`src/rtl/osdcv_pkg.sv`:
```
// ----------------------------------------------------------------------------
// osdcv_pkg: shared types and constants for the OSD character canvas
// Opcodes, controller states and the command/status bundles that pass
// between the canvas controller and its datapath.
// ----------------------------------------------------------------------------
package osdcv_pkg;

    // Request opcodes
    localparam logic [2:0] OP_WRITE  = 3'd0;
    localparam logic [2:0] OP_CLEAR  = 3'd1;
    localparam logic [2:0] OP_COMMIT = 3'd2;
    localparam logic [2:0] OP_NEXT   = 3'd3;
    localparam logic [2:0] OP_READ   = 3'd4;

    // Entry format
    localparam int         CODE_W     = 10;
    localparam logic [9:0] SPACE_CODE = 10'h020;

    // Controller states
    typedef enum logic [2:0] {
        ST_INIT,
        ST_IDLE,
        ST_EXEC,
        ST_CLEAR,
        ST_COPY,
        ST_COPY_TAIL,
        ST_DONE
    } state_t;

    // Controller to datapath commands
    typedef struct packed {
        logic take_cmd;     // capture the input request
        logic mem_init;     // zero both canvases at the sweep address
        logic clr_wr;       // write a space to the work canvas at the sweep address
        logic copy_rd;      // read the work canvas at the sweep address
        logic sweep_step;   // advance the sweep counter
        logic char_wr;      // character write from the captured request
        logic shown_rd;     // read the shown canvas for the captured request
        logic commit_flags; // raise frame-ready, drop pending
        logic next_flag;    // drop frame-ready
        logic load_out;     // load the result register
    } ctrl_t;

    // Datapath to controller status
    typedef struct packed {
        logic [2:0] op;         // captured opcode
        logic       pending;    // character written to the work canvas since last commit
        logic       sweep_last; // sweep counter at the last entry
        logic       out_free;   // result register can take a new result
    } status_t;

endpackage

```
`src/rtl/osdcv_ctrl.sv`:
```
// ----------------------------------------------------------------------------
// osdcv_ctrl: canvas controller
// Sequences one request at a time: reset clearing pass, decode, clear and
// copy sweeps, and hand-off of the result to the output register.
// ----------------------------------------------------------------------------
module osdcv_ctrl
    import osdcv_pkg::*;
(
    input  logic    clk,
    input  logic    rst_n,
    input  logic    in_valid,
    output logic    in_ready,
    input  status_t stat,
    output ctrl_t   ctrl
);

    state_t state_reg;
    state_t state_next;

    // State register
    always_ff @(posedge clk or negedge rst_n)
    begin
        if (!rst_n)
        begin
            state_reg <= ST_INIT;
        end
        else
        begin
            state_reg <= state_next;
        end
    end

    // Next state
    always_comb
    begin
        state_next = state_reg;
        unique case (state_reg)
            ST_INIT:
            begin
                if (stat.sweep_last)
                begin
                    state_next = ST_IDLE;
                end
            end
            ST_IDLE:
            begin
                if (in_valid)
                begin
                    state_next = ST_EXEC;
                end
            end
            ST_EXEC:
            begin
                unique case (stat.op)
                    OP_CLEAR:  state_next = ST_CLEAR;
                    OP_COMMIT: state_next = stat.pending ? ST_COPY : ST_DONE;
                    default:   state_next = ST_DONE;
                endcase
            end
            ST_CLEAR:
            begin
                if (stat.sweep_last)
                begin
                    state_next = ST_DONE;
                end
            end
            ST_COPY:
            begin
                if (stat.sweep_last)
                begin
                    state_next = ST_COPY_TAIL;
                end
            end
            ST_COPY_TAIL:
            begin
                state_next = ST_DONE;
            end
            ST_DONE:
            begin
                if (stat.out_free)
                begin
                    state_next = ST_IDLE;
                end
            end
            default:
            begin
                state_next = ST_INIT;
            end
        endcase
    end

    // Outputs
    always_comb
    begin
        ctrl     = '0;
        in_ready = 1'b0;
        unique case (state_reg)
            ST_INIT:
            begin
                ctrl.mem_init   = 1'b1;
                ctrl.sweep_step = 1'b1;
            end
            ST_IDLE:
            begin
                in_ready      = 1'b1;
                ctrl.take_cmd = in_valid;
            end
            ST_EXEC:
            begin
                ctrl.char_wr   = (stat.op == OP_WRITE);
                ctrl.shown_rd  = (stat.op == OP_READ);
                ctrl.next_flag = (stat.op == OP_NEXT);
            end
            ST_CLEAR:
            begin
                ctrl.clr_wr     = 1'b1;
                ctrl.sweep_step = 1'b1;
            end
            ST_COPY:
            begin
                ctrl.copy_rd    = 1'b1;
                ctrl.sweep_step = 1'b1;
            end
            ST_COPY_TAIL:
            begin
                ctrl.commit_flags = 1'b1;
            end
            ST_DONE:
            begin
                ctrl.load_out = stat.out_free;
            end
            default:
            begin
                ctrl = '0;
            end
        endcase
    end

`ifndef SYNTHESIS
    // The copy tail always follows the copy sweep
    a_tail_after_copy: assert property (@(posedge clk) disable iff (!rst_n)
        (state_reg == ST_COPY_TAIL) |-> ($past(state_reg) == ST_COPY))
        else $error("copy tail entered without a copy sweep");

    // A finished clearing pass opens the block for requests
    a_init_done: assert property (@(posedge clk) disable iff (!rst_n)
        (state_reg == ST_INIT && stat.sweep_last) |=> (state_reg == ST_IDLE))
        else $error("clearing pass did not end in idle");

    // Sweeps never run while a result is being handed off
    a_no_sweep_at_load: assert property (@(posedge clk) disable iff (!rst_n)
        ctrl.load_out |-> !ctrl.sweep_step)
        else $error("result loaded during a sweep");
`endif

endmodule

```
`config.mk`:
```
export PLATFORM = sky130hd
export DESIGN_NAME = osdcv_ctrl
export DESIGN_NICKNAME = d
export VERILOG_FILES = /design/src/rtl/osdcv_pkg.sv /design/src/rtl/osdcv_ctrl.sv
export SDC_FILE = /design/constraint.sdc
export NUM_CORES = 1
export LEC_CHECK = 0
export BUFFER_PORTS_ARGS = -buffer_cell sky130_fd_sc_hd__buf_4
export CORE_AREA = 5 5 42 44
export CTS_BUF_LIST = sky130_fd_sc_hd__clkbuf_2 sky130_fd_sc_hd__clkbuf_4 sky130_fd_sc_hd__clkbuf_8
export CTS_CLUSTER_DIAMETER = 120
export DETAILED_ROUTE_END_ITERATION = 7
export DIE_AREA = 0 0 47 49
export PLACE_DENSITY = 0.45
export RECOVER_POWER = 100
export SYNTH_ARGS = -nofsm -noshare
export SYNTH_HDL_FRONTEND = slang
export SYNTH_SLANG_ARGS = --single-unit
```
`constraint.sdc`:
```
create_clock -name clk -period 1.8 [get_ports clk]
set_clock_uncertainty 0.05 [all_clocks]
set_input_delay 0 -clock clk [delete_from_list [all_inputs] [get_ports clk]]
set_output_delay 0 -clock clk [all_outputs]
set_load 0.01 [all_outputs]
```
# Word level (Yosys, flattened, before mapping)
# Cells that the tools add are included.
word_totals:
  mem_bits_ro: 0
  latch_bits: 0
  out_inout_bits: 11
  mem_count: 0
  mem_bits_rw: 0
  register_bits: 3
  word_cells: 38
op_classes:
  div_mod_pow: 0
  n_eq_ne: 15
  n_lt_le_gt_ge: 0
  bitwise_logic: 0
  add_sub_neg: 0
  n_reduce_logical: 4
  mul: 0
  mux: 18
  shift: 0
op_table:
  columns: ["operator", "count"]
  rows:
  - ["3-bit one-hot mux with 7 select lines", 1]
  - ["3-bit 2-to-1 mux", 5]
  - ["3-bit by 2-bit equality test with 1-bit output, second input constant", 4]
  - ["3-bit equality test, second input constant", 4]
  - ["2-bit inequality test, second input constant", 5]
  - ["1-bit 2-to-1 mux", 9]
  - ["3-bit by 1-bit equality test with 1-bit output, second input constant", 2]
  - ["3-bit zero test", 2]
  - ["3-bit one-hot mux with 2 select lines", 1]
  - ["5-bit AND reduction", 1]
  - ["2-bit 2-to-1 mux", 2]
  - ["3-bit OR reduction", 1]

# Depth between registers and ports, before layout
depth:
  word_depth: 3
  ltp_mapped: 4
  mapped_depth_nobuf: 4

# Worst setup path after synthesis
# Ideal clock, no wire load.
synth_timing:
  path_type: "flip-flop to output port"
  from: "reg state_reg[0]"
  to: "out ctrl[3] (netlist bit)"
  path_stages_with_launch: 5
  setup_slack_ns: 0.591
  t_arrival_ns: 1.159
  required_time_ns: 1.750
  path_buffers: 1
  cell_sequence: "dfrtp_1 > buf_2 > nor2_1 > nand2_1 > nor4b_1"
synth_rtl:
  columns: ["item", "line_no", "rtl"]
  rows:
  - ["from (decl)", "osdcv_ctrl.sv:17", "state_t state_reg;"]
  - ["from (signal assigned)", "osdcv_ctrl.sv:29", "state_reg <= state_next;"]
  - ["to (decl)", "osdcv_ctrl.sv:14", "output ctrl_t ctrl"]

==> out/qor.yml <==
status: "completed"
syn_inst: 39
worst_pin_slew_ns: 0.393
syn_nets: 48
rsz0062_at_grt: "no"
arrival_ns: 1.47
p_leak_uw: 0.000188
synth_top_area_share_pct: 25.6
grt_pass1_wl_mm: 1.41
slew_headroom_pct: 73.8
ys_seq_area_share_pct: 25.6
end_kind: "output pin"
power_density_mw_per_mm2: 1510
drive_above_1_share_pct: 21.3
fillers: 176
grt_max_degree: 15
track_usage_pct: 7.83
max-vdd-ir-drop_mv: 0.670
h-tree-depth: 1
whs_ns: 0.0531
die_h_um: 49
fmax_mhz: 658
cts_tree: "yes"
yosysTopAreaCell: "dfrtp_1"
clkSinkCount: 3
placementRows: 14
min_period_ns: 1.52
fin_nets: 71
cts.clk_slew.worst_paths_ns: 0.04
clk_latency_ns: 0.23
ys_ff_latch: 3
wl_per_cell_um: 10.1
ant_nets: 0
cap_violations: 0
yosys-top-cells-area: "dfrtp_1 (26%), nor2b_1 (8.5%), nor3b_1 (7.7%)"
vias: 349
cts_buffers: 3
clockBufferDepth: 2
synth_cell_type_count: 20
route.detailed.drc: 0
syn_area_um2: 293
hold_viol: 0
setup_viol: 0
cts_hold_buf: 1
ios: 20
hp-class: "in2reg"
post_cts_resized: 0
worstSetupPathType: "reg2out"
period_share_pct: 84.4
port_buffers: 19
gp_congestion: 0.656
cp_max_fo: 13
first_global_vias: 357
post-dp-hpwl_um: 631
die-width_um: 47
wl_um: 779
start_kind: "register"
die_area_mm2: 0.00230
postCtsSetupRepairBufs: 0
start_util_pct: 20.9
clock-root-buffer: "clkbuf_4"
largest_register_ffs: 3
final.setup.tns_ns: 0
grt_overflow: 0
synth_warnings: 0
post_drt_via_cell_ratio: 4.53
grt_antenna_before_repair: 0
drtIter0Drc: 5
drv_slew: 0
area.growth.synth_to_final_pct: 51.7
first_pass_iters: 2
worst_ep_required_time_ns: 1.75
antenna_cells: 0
avgSynthCellArea_um2: 7.51
core_area_mm2: 0.00140
## metal layers
metal / share of wire (%) / up-vias / GRT usage (%)
li1: - / 183 / -
met1: 45 / 155 / 11.0
met2: 48 / 11 / 11.1
met3: 7.7 / 0 / 1.11
met4: 0 / 0 / 4.15
met5: 0 / - / 0
## Yosys cell counts
cell	n
a211o_1	1
dfrtp_1	3
and3b_1	1
a31oi_1	1
nor4b_1	1
mux2i_1	1
and2_1	2
nor4_1	1
nor2b_1	4
o21bai_1	1
o31ai_1	2
o21ai_2	1
nor3b_1	3
nand2b_1	1
o21ai_0	2
nor3_1	1
buf_2	2
nor2_1	5
o22a_1	1
nand2_1	5
## path summary, 6_finish.rpt
| check | start | end | slack, ns | cells past startpoint |
|---|---|---|---|---|
| setup / recovery | state_reg[0] | ctrl[5] | 0.28 | 4 |
| hold / removal | stat[1] | state_reg[0] | 0.05 | 4 |
| setup reg to reg | state_reg[1] | state_reg[2] | 0.32 | 4 |
| hold reg to reg | state_reg[2] | state_reg[2] | 0.60 | 2 |
| max in group asynchronous | rst_n | state_reg[1] | 1.49 | 2 |
| min in group asynchronous | rst_n | state_reg[0] | 0.06 | 2 |
## cells in the final DEF (no fill, tap or decap)
master         instances
a211o_1                1
nand2_1                5
and2_0                 2
nor2b_1                4
clkbuf_1              10
nor2_1                 5
buf_4                  9
o21ai_0                3
nor4_1                 1
o31ai_1                2
dfrtp_1                3
nor3b_1                3
and3b_1                1
clkbuf_4               4
mux2i_1                1
dlygate4sd3_1          1
nor4b_1                1
nor3_1                 1
o21bai_1               1
nand2b_1               1
o22a_1                 1
a31oi_1                1
## report_power, final
| part | total (uW) | internal, uW | switching [uW] |
|---|---|---|---|
| Combinational | 340 | 166 | 175 |
| Clock | 128 | 97.8 | 30.2 |
| Sequential | 202 | 103 | 98.8 |
| Total | 671 | 367 | 304 |
## worst max-delay path, cell delays in order, from the launching register on
cell and delay, ns:
dfrtp_1 0.53, nor2b_1 0.25, and2_0 0.18, o21bai_1 0.11, clkbuf_1 0.17
## metrics by stage
stage | setup slack, ns | util, % | instance area [um^2] | power, uW | std cells
floorplan | 0.591 | - | 293 | 445 | 39
global placement | 0.429 | 31.8 | 445 | 617 | 72
detailed placement | 0.423 | 31.8 | 445 | 614 | 72
CTS | 0.265 | 34.6 | 485 | 751 | 77
global route | 0.119 | 31.7 | 444 | 748 | 77
finish | 0.280 | 31.7 | 444 | 671 | 77
## layout make-up
| class | count | area [um^2] | area share, % |
|---|---|---|---|
| clock buffers | 4 | 30.0 | 6.76 |
| multi-input cells | 34 | 204 | 45.9 |
| flip-flops and latches | 3 | 75.1 | 16.9 |
| well taps | 16 | 20.0 | 4.51 |
| repair buffers | 20 | 115 | 25.9 |
## cell families after synthesis
family	after synthesis	synth area share [%]
and+or+nand+nor	24	45.3
AOI/OAI and AO/OA	9	22.2
DFF	3	25.6
buffers and inverters	2	3.42
muxes	1	3.42
No activity file was read; power rests on OpenSTA's default activity.
